==> src/sv/timed_dual_rail_switch_core_macros.svh <==
// ----------------------------------------------------------------------------
// timed dual rail switch core assertion macros
// Property shorthands used by the switch core; empty when SYNTH is defined.
// ----------------------------------------------------------------------------
`ifndef TIMED_DUAL_RAIL_SWITCH_CORE_MACROS_SVH
`define TIMED_DUAL_RAIL_SWITCH_CORE_MACROS_SVH

`ifndef SYNTH
// same-cycle implication, sampled on clk, off during rst
`define TDRS_ASSERT_NOW(lbl, pre, post) \
  lbl: assert property (@(posedge clk) disable iff (rst) (pre) |-> (post)) \
    else $error("tdrs assertion failed");
// next-cycle implication, sampled on clk, off during rst
`define TDRS_ASSERT_NEXT(lbl, pre, post) \
  lbl: assert property (@(posedge clk) disable iff (rst) (pre) |=> (post)) \
    else $error("tdrs assertion failed");
`else
`define TDRS_ASSERT_NOW(lbl, pre, post)
`define TDRS_ASSERT_NEXT(lbl, pre, post)
`endif

`endif

==> src/sv/tdrs_pkg.sv <==
// ----------------------------------------------------------------------------
// tdrs_pkg
// Shared widths, action codes, rail state type and saturation helpers.
// ----------------------------------------------------------------------------
package tdrs_pkg;

  // countdown width of each rail timer
  localparam int TIMER_WIDTH = 24;
  // fixed field widths
  localparam int DELAY_WIDTH = 24;
  localparam int OUT_WIDTH   = 24;
  localparam int ACTION_WIDTH = 3;
  localparam int MASK_WIDTH   = 2;

  typedef enum logic [ACTION_WIDTH-1:0] {
    ACT_SET          = 3'd0,
    ACT_TOGGLE       = 3'd1,
    ACT_FOR_DURATION = 3'd2,
    ACT_SCHEDULE     = 3'd3,
    ACT_CANCEL       = 3'd4,
    ACT_TICK         = 3'd5,
    ACT_QUERY        = 3'd6
  } action_t;

  // mask value that selects the high rail for the reported count
  localparam logic [MASK_WIDTH-1:0] MASK_HIGH_ONLY = 2'b10;

  typedef struct packed {
    logic                   on;
    logic                   running;
    logic                   level;
    logic [TIMER_WIDTH-1:0] count;
  } rail_state_t;

  // clamp a delay field to the timer range
  function automatic logic [TIMER_WIDTH-1:0] sat_delay(input logic [DELAY_WIDTH-1:0] d);
    logic [TIMER_WIDTH-1:0] r;
    if ((d >> TIMER_WIDTH) != '0) begin
      r = '1;
    end else begin
      r = TIMER_WIDTH'(d);
    end
    return r;
  endfunction

  // clamp a timer count to the output field
  function automatic logic [OUT_WIDTH-1:0] sat_out(input logic [TIMER_WIDTH-1:0] c);
    logic [OUT_WIDTH-1:0] r;
    if ((c >> OUT_WIDTH) != '0) begin
      r = '1;
    end else begin
      r = OUT_WIDTH'(c);
    end
    return r;
  endfunction

endpackage

==> src/sv/tdrs_rail_unit.sv <==
// ----------------------------------------------------------------------------
// tdrs_rail_unit
// One rail enable with its one-shot countdown; updates on each accepted beat.
// ----------------------------------------------------------------------------
module tdrs_rail_unit (
  input  logic                                clk,
  input  logic                                rst,
  input  logic                                step,
  input  tdrs_pkg::action_t                   action,
  input  logic                                chosen,
  input  logic                                target_on,
  input  logic [tdrs_pkg::TIMER_WIDTH-1:0]    delay,
  output tdrs_pkg::rail_state_t               state_next
);
  import tdrs_pkg::*;

  rail_state_t            state;
  rail_state_t            upd;
  logic [TIMER_WIDTH-1:0] count_dec;

  // decrement that holds at zero
  assign count_dec = (state.count != '0) ? state.count - 1'b1 : state.count;

  // per-action update of this rail
  always_comb begin
    upd = state;
    unique case (action)
      ACT_SET: begin
        if (chosen) begin
          upd.on      = target_on;
          upd.running = 1'b0;
          upd.count   = '0;
        end
      end
      ACT_TOGGLE: begin
        if (chosen) begin
          upd.on      = ~state.on;
          upd.running = 1'b0;
          upd.count   = '0;
        end
      end
      ACT_FOR_DURATION: begin
        if (chosen) begin
          if (delay == '0) begin
            upd.on      = 1'b0;
            upd.running = 1'b0;
            upd.count   = '0;
          end else begin
            upd.on      = 1'b1;
            upd.level   = 1'b0;
            upd.count   = delay;
            upd.running = 1'b1;
          end
        end
      end
      ACT_SCHEDULE: begin
        if (chosen) begin
          if (delay == '0) begin
            upd.on      = target_on;
            upd.running = 1'b0;
            upd.count   = '0;
          end else begin
            upd.level   = target_on;
            upd.count   = delay;
            upd.running = 1'b1;
          end
        end
      end
      ACT_CANCEL: begin
        if (chosen) begin
          upd.running = 1'b0;
          upd.count   = '0;
        end
      end
      ACT_TICK: begin
        if (state.running) begin
          upd.count = count_dec;
          if (count_dec == '0) begin
            upd.on      = state.level;
            upd.running = 1'b0;
          end
        end
      end
      default: begin
        upd = state;
      end
    endcase
  end

  assign state_next = step ? upd : state;

  // rail state registers
  always_ff @(posedge clk) begin
    if (rst) begin
      state <= '0;
    end else begin
      state <= state_next;
    end
  end

endmodule

==> src/sv/timed_dual_rail_switch_core.sv <==
// ----------------------------------------------------------------------------
// timed_dual_rail_switch_core
// Two rail enables with one-shot countdown timers, driven by command beats.
// ----------------------------------------------------------------------------
// Usage:
//   Input channel (in_valid/in_ready) carries one command beat: action,
//   channel_mask, target_on and delay_ticks. Every accepted beat updates the
//   rail state in the cycle it is accepted and yields exactly one result beat
//   on the output channel (out_valid/out_ready): rail enables, timer flags and
//   the remaining count of the rail picked by channel_mask.
//   The result is valid in the cycle after the command is accepted.
//   Throughput: one beat per cycle while out_ready is held high; the single
//   output register is the only stage, so a new command is taken whenever
//   that register is empty or is being drained in the same cycle.
//   Receiver stall: while out_valid is high and out_ready low the result holds
//   and in_ready drops, so no command is taken and the state does not move.
//   Reset (rst, synchronous): both rails off, both timers idle, counts zero,
//   output register empty.
// ----------------------------------------------------------------------------
`include "timed_dual_rail_switch_core_macros.svh"

module timed_dual_rail_switch_core (
  input  logic                                 clk,
  input  logic                                 rst,
  input  logic                                 in_valid,
  output logic                                 in_ready,
  input  logic [tdrs_pkg::ACTION_WIDTH-1:0]    action,
  input  logic [tdrs_pkg::MASK_WIDTH-1:0]      channel_mask,
  input  logic                                 target_on,
  input  logic [tdrs_pkg::DELAY_WIDTH-1:0]     delay_ticks,
  output logic                                 out_valid,
  input  logic                                 out_ready,
  output logic                                 rail_low_on,
  output logic                                 rail_high_on,
  output logic                                 timer_low_active,
  output logic                                 timer_high_active,
  output logic [tdrs_pkg::OUT_WIDTH-1:0]       remaining_ticks
);
  import tdrs_pkg::*;

  logic                   accept;
  action_t                act;
  logic [TIMER_WIDTH-1:0] delay_sat;
  rail_state_t            low_next;
  rail_state_t            high_next;
  rail_state_t            sel_next;
  logic [OUT_WIDTH-1:0]   rem_next;

  // handshake
  assign in_ready = ~out_valid | out_ready;
  assign accept   = in_valid & in_ready;

  assign act       = action_t'(action);
  assign delay_sat = sat_delay(delay_ticks);

  // per-rail state and update
  tdrs_rail_unit u_rail_low (
    .clk        (clk),
    .rst        (rst),
    .step       (accept),
    .action     (act),
    .chosen     (channel_mask[0]),
    .target_on  (target_on),
    .delay      (delay_sat),
    .state_next (low_next)
  );

  tdrs_rail_unit u_rail_high (
    .clk        (clk),
    .rst        (rst),
    .step       (accept),
    .action     (act),
    .chosen     (channel_mask[1]),
    .target_on  (target_on),
    .delay      (delay_sat),
    .state_next (high_next)
  );

  // reported count from the post-update state
  assign sel_next = (channel_mask == MASK_HIGH_ONLY) ? high_next : low_next;
  assign rem_next = sel_next.running ? sat_out(sel_next.count) : '0;

  // output valid
  always_ff @(posedge clk) begin
    if (rst) begin
      out_valid <= 1'b0;
    end else if (in_ready) begin
      out_valid <= in_valid;
    end
  end

  // output payload
  always_ff @(posedge clk) begin
    if (accept) begin
      rail_low_on       <= low_next.on;
      rail_high_on      <= high_next.on;
      timer_low_active  <= low_next.running;
      timer_high_active <= high_next.running;
      remaining_ticks   <= rem_next;
    end
  end

  // checks
  `TDRS_ASSERT_NEXT(a_accept_gives_result, accept, out_valid)
  `TDRS_ASSERT_NOW(a_low_running_nonzero, low_next.running, low_next.count != '0)
  `TDRS_ASSERT_NOW(a_high_running_nonzero, high_next.running, high_next.count != '0)
  `TDRS_ASSERT_NEXT(a_cancel_stops_low, accept && act == ACT_CANCEL && channel_mask[0], !timer_low_active)

endmodule
==> config.mk <==
export PLATFORM = sky130hd
export DESIGN_NAME = timed_dual_rail_switch_core
export DESIGN_NICKNAME = d
export VERILOG_FILES = /design/src/sv/tdrs_pkg.sv /design/src/sv/tdrs_rail_unit.sv /design/src/sv/timed_dual_rail_switch_core.sv
export VERILOG_INCLUDE_DIRS = /design/src /design/src/sv
export SDC_FILE = /design/constraint.sdc
export NUM_CORES = 1
export LEC_CHECK = 0
export BUFFER_PORTS_ARGS = -buffer_cell sky130_fd_sc_hd__buf_2
export CAP_MARGIN = 20
export CORE_UTILIZATION = 45
export CTS_CLUSTER_SIZE = 10
export DETAILED_ROUTE_END_ITERATION = 10
export HOLD_SLACK_MARGIN = 0.05
export PLACE_DENSITY_LB_ADDON = 0.2
export SETUP_SLACK_MARGIN = 0.4
export SYNTH_ARGS = -nofsm -noshare
export SYNTH_HDL_FRONTEND = slang
export SYNTH_HIERARCHICAL = 1
export SYNTH_SLANG_ARGS = --single-unit
==> constraint.sdc <==
create_clock -name clk -period 2.9 [get_ports clk]
set_input_delay 0.29 -clock clk [delete_from_list [all_inputs] [get_ports clk]]
set_output_delay 0.29 -clock clk [all_outputs]
set_load 0.05 [all_outputs]
# Word level (Yosys, flattened, before mapping)

Cells that the tools add are included.
W data, S select, Z words.

Output and inout bits: 30
Input port bits: 34
Register bits after elaboration: 83
Word-level logic and storage cells: 74

Reductions and logical operators: 7
Add/sub/neg operators: 2
Eq/ne operators: 6
Mux-type cells: 40
Bitwise gates (word level): 5

Operators with widths:

| operator                | count |
|---|---|
| $pmux W24 S4            | 2 |
| $mux W24                | 7 |
| $mux W27                | 6 |
| $logic_not A24 Y1       | 3 |
| $reduce_bool A24 Y1     | 2 |
| $sub A24 B1 Y24 const B | 2 |
| $mux W26                | 1 |
| $mux W2                 | 9 |
| $pmux W1 S6             | 2 |
| $pmux W1 S5             | 2 |
| $mux W1                 | 9 |
| $eq A3 B2 Y1 const B    | 2 |
| $eq A3 B3 Y1 const B    | 2 |
| $pmux W1 S2             | 2 |
| $eq A3 B1 Y1 const B    | 1 |
| $logic_not A3 Y1        | 1 |
| $not A1 Y1              | 3 |
| $reduce_or A3 Y1        | 1 |
| $eq A2 B2 Y1 const B    | 1 |
| $and A1 B1 Y1           | 1 |
| $or A1 B1 Y1            | 1 |

# Longest topological paths before layout

Gate-level depths: netlist (run 1).

Depth after elaboration: 8
Mapped depth: 14
Depth with buffers taken out: 11

# Modules after synthesis

The synthesis (run 1) kept the hierarchy.

By module, submodules not included:

| module                       | sequential area each (µm²) | instances | cells an instance | area each (µm²) |
|---|---|---|---|---|
| tdrs_rail_unit (u_rail_high) | 540.5                      | 1         | 324               | 2483.6 |
| tdrs_rail_unit (u_rail_low)  | 540.5                      | 1         | 330               | 2361.0 |
| timed_dual_rail_switch_core  | 860.8                      | 1         | 113               | 1377.6 |

# Worst setup path before layout (run 1)

No wires, ideal clock.

Kind: register -> register
Start: reg out_valid
End: reg remaining_ticks[3] (netlist name), data pin
Stages on the path, launching flop included: 9
Arrival time: 3.686 ns
Path slack: -0.935 ns
Clock period less this slack: 3.835 ns
Data required time: 2.752 ns
Library setup time: 0.148 ns
Buffers on the path: 1
Path through: dfxtp_1 -> nand2b_1 -> and2_1 -> nand2_1 -> nor4_1 -> a211o_1 -> buf_2 -> nand2_1 -> mux2i_1

RTL lines:

| element                | RTL line                          | RTL |
|---|---|---|
| from (decl)            | timed_dual_rail_switch_core.sv:31 | `output logic out_valid,` |
| from (signal assigned) | timed_dual_rail_switch_core.sv:88 | `out_valid <= in_valid;` |
| to (signal assigned)   | timed_dual_rail_switch_core.sv:99 | `remaining_ticks <= rem_next;` |
| to (decl)              | timed_dual_rail_switch_core.sv:37 | `output logic [tdrs_pkg::OUT_WIDTH-1:0] remaining_ticks` |

==> run summary, run 1 <==
status: finished, violations left
failing checks: setup timing
Tcrit/Tclk final: 100%
final worst setup slack: -10.8 ps
CP startpoint kind: flop
Crit path buffers/inverters: 5
Tightest Pin Transition: 694 ps
PortBufs: 63
CTS tree: yes
Syn Inst Count: 765
largest net degree at the start of global routing: 56
CP required: 2980 ps
# hold bufs at CTS: 0
most common cell after layout, fill and taps aside: nand2_1
Peak VDD IR: 0.332 mV
total negative slack: -16.5 ps
Arr. time, crit path: 2990 ps
Final Critical Period: 2910 ps
Rows: 42
root buffer cell: clkbuf_16
placed cell areas: 7250 um^2
CP max stage delay: 340 ps
Detailed Route Iter0 Violations: 675
Hold Fails Final Rpt: 0
Crit. End Element: flop
crit-path cells: inv_2 > buf_6 > ha_4 > nor3b_4 > nand4_1 > buf_4 > o21ai_1 > nand4_1 > nor4b_2 > buf_4 > a31oi_1 > a211o_1 > buf_12 > nand2_1 > mux2i_1
Max Slew Vio Count: 0
Setup Viol. Count Final: 2
Die Width: 120 um
grt ovf: 0
Total GRT Usage: 33.1%
area of the multi-input gates: 4330 um^2
Post-Syn Nets: 803
first-pass iteration count of the detailed router: 7
Cell Area, Synth: 6210 um^2
P&R area growth vs syn: 31.8%
Die Y-Extent: 120 um
Seq. cell area: 1950 um^2
total core area: 13,300 um^2
crit path max fanout: 24
YS warnings: 6
RSZ-0062 raised after global routing: true
DRT antenna net count: 0
CP max stage cell: dfxtp_2
Lkg Pwr: 3.34 nW
layout cells sized above 1: 33.5%
Synth Area per Inst: 8.12 um^2
Final Cell Area: 8190 um^2
clock tree sinks: 83
clock-pin slew on the worst setup and hold paths: 60 ps
initial core utilization: 46.6%
Post-DP HPWL: 17.3 mm
Vias: 6,841
RePlAce Congestion: 0.984
Ports: 64
initial antenna violation count: 0
max cap viols: 0
CTS H-tree depth: 3
most frequent cells in the layout: nand2_1 (106), buf_4 (102), buf_2 (63), nor2b_1 (50), dfxtp_1 (48)
DR DRC count: 0
Filler cells: 1,220
Max clock buf depth: 2
type of the most critical hold path: in2reg
Top Family by Delay on Critical Path: simple AND/OR/NAND/NOR gates
Max Clock Skew: 6.47 ps
mean number of vias per cell: 6.28
die area: 14,300 um^2
vias in the first global route: 6,486
worst-skew pair later-pin latency: 350 ps
Slew headroom: 53.4%
highest clock rate: 0.344 GHz
CTS buffer count: 9
WL final: 23.8 mm
drt wl/cell: 21.8 um
first-pass GRT wire length: 36.2 mm
fin nets: 946
Setup Crit Path Kind: reg2reg
Cell Pwr Density: 410 nW/um^2
-- final timing paths --
kind | start | cells past startpoint | slack (ps) | to
setup / recovery | u_rail_low/state[0]$_SDFF_PP0_ | 15 | -10 | remaining_ticks[3]$_SDFFCE_PN0P_
hold / removal | in_valid | 3 | 180 | out_valid$_SDFFE_PP0P_
setup reg to reg | u_rail_low/state[0]$_SDFF_PP0_ | 15 | -10 | remaining_ticks[3]$_SDFFCE_PN0P_
hold reg to reg | u_rail_high/state[24]$_SDFF_PP0_ | 2 | 480 | u_rail_high/state[24]$_SDFF_PP0_
-- power by group --
part	switching [mW]	internal, mW
Sequential	0.0247	1.24
Clock	0.477	0.690
Combinational	0.570	0.364
-- layer usage --
| metal | vias up | share of wire (%) | track usage (%) |
|---|---|---|---|
| li1 | 3119 | - | - |
| met1 | 3271 | 43 | 45.4 |
| met2 | 395 | 45 | 50.9 |
| met3 | 56 | 8.6 | 6.99 |
| met4 | 0 | 2.8 | 12.9 |
| met5 | - | 0 | 0 |
-- tightest hold or removal path: cells and delay by family --
kind                   cells  cell delay [ps]
buffers and inverters      2              140
AO/OA/AOI/OAI              1               50
-- through the flow --
stage	hold WS [ps]	std cells	power [mW]	utilization (%)	setup slack (ps)
2_1_floorplan	352	765	1.79	-	191
3_3_place_gp	462	1046	2.06	54.3	1.35
3_5_place_dp	471	1046	2.07	54.3	-75.0
4_1_cts	174	1067	3.26	57.5	62.4
5_1_grt	195	1089	3.46	61.4	-117
6_report	176	1090	3.36	61.4	-10.8
-- state kept, by name, indices dropped and copies added (netlist names) --
name / flops
rail_low_on: 1
u_rail_high/state: 27
out_valid: 1
u_rail_low/state: 27
timer_low_active: 1
timer_high_active: 1
rail_high_on: 1
remaining_ticks: 24
-- area by class of cell --
class / count / area share, %
multi-input cells: 621 / 52.9
flip-flops and latches: 83 / 23.8
repair buffers: 183 / 16.4
clock buffers: 12 / 3.01
well taps: 176 / 2.69
clock inverters: 4 / 0.611
inverters: 10 / 0.519
diodes: 1 / 0.0305
-- what timing repair did --
item / in CTS / in global routing
gates cloned: 0 / 3
endpoints found under the setup margin: 42 / 61
pin swaps: 11 / 22
resized for setup: 30 / 78
buffers inserted: 5 / 17
Note: power is estimated with default switching activity, not from simulation.
==> run 2, diff against run 1 <==
SYNTH_HIERARCHICAL = not set   (was 1)
TNS_END_PERCENT = 20   (was not set)
==> run summary, run 2 <==
Top Family by Delay on Critical Path: compound AO/OA/AOI/OAI gates
Hold Fails Final Rpt: 0 (unchanged)
P&R area growth vs syn: 41.8%
grt ovf: 0 (unchanged)
Post-DP HPWL: 16.5 mm (-4.8%)
RePlAce Congestion: 0.959 (-2.5%)
Die Y-Extent: 112 um (-5.9%)
fraction of the yosys area taken by sequential cells: 35.3%
crit-path cells: inv_2 > ha_4 > nor4b_4 > nand3_2 > and3_4 > buf_4 > a311o_1 > a2111oi_4 > a211oi_2 > o21ai_2 > buf_6 > clkbuf_16 > o22ai_1
failing checks: setup timing
Detailed Route Iter0 Violations: 799 (+18%)
Peak VDD IR: 0.347 mV (+4.6%)
CTS buffer count: 9 (unchanged)
fin nets: 885 (-6.4%)
Distinct cells, synth: 66
CP required: 2990 ps (about the same)
area leader, netlist: dfxtp_1
clock-pin slew on the worst setup and hold paths: 60 ps (about the same)
Post-synth EDFFs: 28
mean number of vias per cell: 6.62 (+5.4%)
RSZ-0062 raised after global routing: true
CP startpoint kind: flop
Max Slew Vio Count: 0 (unchanged)
largest net degree at the start of global routing: 56 (unchanged)
WL final: 23.0 mm (-3.2%)
ys async rst share: 0%
status: finished, violations left
most common cell after layout, fill and taps aside: buf_4
FF-to-FF Start: u_rail_high.state[0]$_SDFF_PP0_
die area: 12,700 um^2 (-11%)
first-pass GRT wire length: 34.7 mm (-4.2%)
Largest regs: u_rail_high.state x26, u_rail_low.state x26, remaining_ticks x24
drt wl/cell: 23.1 um (+6.1%)
Max Clock Skew: 7.74 ps (+1.27 ps)
Crit. End Element: flop
Tcrit/Tclk final: 104% (+3.7 points)
root buffer cell: clkbuf_16
first-pass iteration count of the detailed router: 6 (-1)
YS warnings: 0 (-6)
CP max stage delay: 440 ps (+100 ps)
CP max stage cell: a2111oi_4
Vias: 6,584 (-3.8%)
final worst setup slack: -118 ps (-107 ps)
most common flop cell mapped by yosys: dfxtp_1
vias in the first global route: 6,157 (-5.1%)
max cap viols: 0 (unchanged)
Lkg Pwr: 3.11 nW (-6.9%)
layout cells sized above 1: 40.6% (+7.1 points)
initial core utilization: 47.1% (+0.55 points)
Ports: 64 (unchanged)
Setup Viol. Count Final: 25 (+23)
# hold bufs at CTS: 0 (unchanged)
Slew headroom: 16.4% (-37 points)
Layout Cells excl Fill: 995 (-8.7%)
crit path max fanout: 6 (-75%)
CTS H-tree depth: 3 (unchanged)
PortBufs: 63 (unchanged)
Synth Area per Inst: 8.21 um^2 (+1.1%)
smallest hold slack: 188 ps (+12.3 ps)
Setup Crit Path Kind: reg2reg
clock tree sinks: 83 (unchanged)
Post-Syn Nets: 707 (-12%)
total of flip-flops plus latches after synthesis: 83
highest clock rate: 0.331 GHz (-3.6%)
worst-case reg-to-reg path depth: 13 (-2)
Die Width: 112 um (-5.9%)
DR DRC count: 0 (unchanged)
Cell Area, Synth: 5490 um^2 (-12%)
Design Power: 3.22 mW (-4.2%)
Cell Pwr Density: 413 nW/um^2 (+0.75%)
total negative slack: -2260 ps (-2240 ps)
Worst Hold Depth: 3 (unchanged)
DRT antenna net count: 0 (unchanged)
Crit path buffers/inverters: 4 (-1)
antenna cells: 0 (-1)
Syn Inst Count: 669 (-13%)
Total GRT Usage: 35.9% (+2.8 points)
Arr. time, crit path: 3110 ps (+120 ps)
RR Endpoint: remaining_ticks[19]$_SDFFCE_PN0P_
HP Start: in_valid
total core area: 11,700 um^2 (-13%)
most frequent cells in the layout: buf_4 (144), nor2_1 (98), buf_2 (63), dfxtp_1 (49), nand2_1 (41)
Final Critical Period: 3020 ps (+107 ps)
CTS tree: yes
worst-skew pair later-pin latency: 350 ps (about the same)
type of the most critical hold path: in2reg
share of the synthesized area in the top cell type: 20.0%
Tightest Pin Transition: 1250 ps (+556 ps)
Rows: 39 (-7.1%)
Post-synth top cells: nor2_1 (103), dfxtp_1 (55), clkbuf_1 (43), nand2_1 (43), o21ai_0 (41)
most numerous cell in the Yosys netlist: nor2_1
initial antenna violation count: 0 (unchanged)
Filler cells: 970 (-20%)
WHS Endpoint: out_valid$_SDFFE_PP0N_
Synth area leaders: dfxtp_1 (20%), edfxtp_1 (15%), nor2_1 (7.0%)
flop2flop setup slack: -120 ps (-110 ps)
DP Worst Slack: -151 ps (-75.8 ps)
Max clock buf depth: 2 (unchanged)
DP Cell Count: 970 (-7.3%)
## run 2: cells by family after synthesis
logic type | synth area share, %
AND/OR/NAND/NOR | 25.6
XOR/XNOR | 2.71
buffers and inverters | 5.17
multiplexers | 1.12
adder cells (fa/ha/maj) | 0.911
flip-flops | 35.3
AO/OA/AOI/OAI | 29.1
## run 2: worst max-delay path by stage
stage                                           startpoint                           endpoint  slack, ps  depth (start not counted)
after floorplan            u_rail_low.state[10]$_SDFF_PP0_   remaining_ticks[5]$_SDFFCE_PN0P_       -170                         11
after global placement     u_rail_low.state[10]$_SDFF_PP0_   remaining_ticks[3]$_SDFFCE_PN0P_        -80                          9
after detailed placement    u_rail_low.state[1]$_SDFF_PP0_   remaining_ticks[3]$_SDFFCE_PN0P_       -150                         10
after CTS                  u_rail_low.state[15]$_SDFF_PP0_   remaining_ticks[3]$_SDFFCE_PN0P_        -80                          9
after global routing      u_rail_high.state[20]$_SDFF_PP0_  remaining_ticks[19]$_SDFFCE_PN0P_       -200                         12
final                      u_rail_high.state[0]$_SDFF_PP0_  remaining_ticks[19]$_SDFFCE_PN0P_       -120                         13
## run 2: what timing repair did
action	4_1_cts	5_1_grt
cloned	1	1
setup buffers	3	4
resized for setup	31	66
pin swaps	23	40
setup endpoints to repair	51	72
## run 2: per-layer routing
metal	track usage, %	share of wire, %
met1	48.7	41
met4	13.5	3.5
met2	56.7	47
met3	6.97	9.0
met5	0	0
## run 2: layout make-up
type,count,area (um^2),share of cell area [%]
clock buffer,11,243,3.11
clock inverter,5,30.0,0.385
inverter,19,71.3,0.915
multi-input combinational,516,3740,48.0
sequential,83,1950,25.0
tap,143,179,2.30
timing repair buffer,218,1580,20.2
## run 2: through the flow
stage,area [um^2],utilization (%)
6_report,7790,66.8
3_3_place_gp,6970,59.8
3_5_place_dp,6970,59.8
2_1_floorplan,5580,-
4_1_cts,7440,63.8
5_1_grt,7790,66.8
## run 2: power by group
group | internal (mW) | switching, mW
sequential | 1.24 | 0.0232
clock | 0.600 | 0.499
combinational | 0.337 | 0.526
total | 2.17 | 1.05
## run 2: worst min-delay path: cells and delay by family
family	cells	cell delay, ps
buffers and inverters	2	160
AO/OA/AOI/OAI	1	50
==> run 3, diff against run 2 <==
clock period = 3.65 ns   (was 2.9 ns; I/O delays follow)
==> run summary, run 3 (synthesis results as in run 2) <==
status: completed
Slew headroom: 26.8% (+10 points)
Max Clock Skew: 7.70 ps (-0.0415 ps)
final worst setup slack: 448 ps (+567 ps)
Cell Pwr Density: 361 nW/um^2 (-13%)
Setup Crit Path Kind: reg2reg
CP max stage delay: 550 ps (+110 ps)
RSZ-0062 raised after global routing: false
Detailed Route Iter0 Violations: 805 (+0.75%)
HP Start: in_valid
largest net degree at the start of global routing: 56 (unchanged)
total negative slack: 0 ps (+2260 ps)
initial core utilization: 47.1% (unchanged)
Final Critical Period: 3200 ps (+183 ps)
worst-case reg-to-reg path depth: 12 (-1)
highest clock rate: 0.312 GHz (-5.7%)
initial antenna violation count: 0 (unchanged)
CTS H-tree depth: 3 (unchanged)
Ports: 64 (unchanged)
Post-DP HPWL: 14.5 mm (-12%)
vias in the first global route: 5,306 (-14%)
Final Cell Area: 6760 um^2 (-13%)
Max Slew Vio Count: 0 (unchanged)
Hold Fails Final Rpt: 0 (unchanged)
first-pass iteration count of the detailed router: 9 (+3)
Setup Viol. Count Final: 0 (-100%)
most used cell, CP: buf_4
worst-skew pair later-pin latency: 350 ps (about the same)
layout cells sized above 1: 26.0% (-15 points)
PortBufs: 63 (unchanged)
drt wl/cell: 23.6 um (+1.9%)
CP max stage cell: or4_4
Design Power: 2.44 mW (-24%)
root buffer cell: clkbuf_16
Total GRT Usage: 31.7% (-4.2 points)
fin nets: 780 (-12%)
placed cell areas: 6000 um^2 (-14%)
crit path max fanout: 10 (+4)
crit-path cells: or4_4 > buf_4 > nor4_2 > buf_4 > o21ai_0 > a32oi_2 > nor4_4 > o21ai_2 > a21oi_4 > buf_12 > clkbuf_16 > o32ai_1
CP required: 3820 ps (+830 ps)
die area: 12,700 um^2 (unchanged)
Tcrit/Tclk final: 87.7% (-16 points)
antenna cells: 0 (unchanged)
WL final: 21.0 mm (-8.9%)
CTS tree: yes
max cap viols: 0 (unchanged)
clock-pin slew on the worst setup and hold paths: 60 ps (about the same)
RR Endpoint: remaining_ticks[2]$_SDFFCE_PN0P_
WHS Endpoint: out_valid$_SDFFE_PP0N_
Die Y-Extent: 112 um (unchanged)
CP startpoint kind: flop
DRT antenna net count: 0 (unchanged)
Largest regs: u_rail_high.state x26, u_rail_low.state x26, remaining_ticks x24
CTS buffer count: 9 (unchanged)
Peak VDD IR: 0.234 mV (-33%)
Rows: 39 (unchanged)
P&R area growth vs syn: 23.1%
Die Width: 112 um (unchanged)
type of the most critical hold path: in2reg
most common cell after layout, fill and taps aside: nor2_1
Crit. End Element: flop
Max clock buf depth: 2 (unchanged)
total core area: 11,700 um^2 (unchanged)
Worst Hold Depth: 3 (unchanged)
grt ovf: 0 (unchanged)
# hold bufs at CTS: 0 (unchanged)
Vias: 5,981 (-9.2%)
first-pass GRT wire length: 30.7 mm (-11%)
DR DRC count: 0 (unchanged)
clock tree sinks: 83 (unchanged)
DP Worst Slack: 198 ps (+348 ps)
most frequent cells in the layout: nor2_1 (101), buf_2 (63), dfxtp_1 (49), nand2_1 (43), buf_4 (41)
FF-to-FF Start: u_rail_low.state[5]$_SDFF_PP0_
flop2flop setup slack: 450 ps (+570 ps)
Tightest Pin Transition: 1100 ps (-152 ps)
Lkg Pwr: 2.55 nW (-18%)
RePlAce Congestion: 0.951 (-0.88%)
mean number of vias per cell: 6.72 (+1.6%)
Arr. time, crit path: 3370 ps (+260 ps)
## run 3: cell types whose count changed in the layout (fill, tap and decap cells not counted), moves of 4 or more
cell,delta
o21ai_1,-4
nor4_1,+8
buf_4,-103
buf_6,-4
a221oi_1,+8
a21oi_1,+6
nor4_2,-7
a21oi_2,-6
o21ai_0,+5
a221oi_2,-8
## run 3: routing by layer
metal	vias up	track usage, %	wire (um)
met5	-	0	0
met4	0	7.02	557
met3	52	8.15	2160
met2	360	51.2	9700
met1	2846	42.6	8550
li1	2723	-	-
## run 3: worst max-delay path by stage
stage / cells past startpoint / to / startpoint / slack, ps
after global placement: 11 / remaining_ticks[9]$_SDFFCE_PN0P_ / u_rail_high.state[0]$_SDFF_PP0_ / 370
after CTS: 9 / remaining_ticks[17]$_SDFFCE_PN0P_ / u_rail_low.state[4]$_SDFF_PP0_ / 410
after global routing: 11 / remaining_ticks[11]$_SDFFCE_PN0P_ / u_rail_low.state[8]$_SDFF_PP0_ / 380
after detailed placement: 11 / remaining_ticks[17]$_SDFFCE_PN0P_ / u_rail_high.state[0]$_SDFF_PP0_ / 200
final: 12 / remaining_ticks[2]$_SDFFCE_PN0P_ / u_rail_low.state[5]$_SDFF_PP0_ / 450
after floorplan: 11 / remaining_ticks[5]$_SDFFCE_PN0P_ / u_rail_low.state[4]$_SDFF_PP0_ / 440
## run 3: report_power, final
group / leakage, nW / switching [mW] / internal [mW] / total (mW)
sequential: 0.733 / 0.0241 / 0.981 / 1.01
clock: 0.125 / 0.379 / 0.458 / 0.837
combinational: 1.69 / 0.384 / 0.215 / 0.599
## run 3: stage by stage
stage | hold slack [ps] | util (%) | std cells
2_1_floorplan | 451 | - | 669
3_3_place_gp | 467 | 51.4 | 849
4_1_cts | 269 | 54.0 | 865
5_1_grt | 274 | 58.0 | 890
6_report | 273 | 58.0 | 890
3_5_place_dp | 486 | 51.4 | 849
## run 3: timing repair
| item | in CTS | in global routing |
|---|---|---|
| buffers inserted | 0 | 20 |
| endpoints found under the hold margin | 0 | 0 |
| cloned | 0 | 5 |
| pin swaps | 0 | 14 |
| resized for setup | 6 | 42 |
| endpoints found under the setup margin | 27 | 32 |
## run 3: area by class of cell
| type | instances | area (um^2) |
|---|---|---|
| Timing Repair Buffer | 113 | 806 |
| Clock buffer | 11 | 233 |
| Clock inverter | 5 | 30.0 |
| Fill cell | 1024 | 4900 |
| Inverter | 19 | 71.3 |
| Multi-Input combinational cell | 516 | 3490 |
| Sequential cell | 83 | 1950 |
| Tap cell | 143 | 179 |
## run 3: critical path, delay by kind of cell, from the launching register on
family | cells | cell delay [ps]
compound gates | 5 | 1030
simple gates | 3 | 910
buf+inv | 4 | 720
flops | 1 | 360
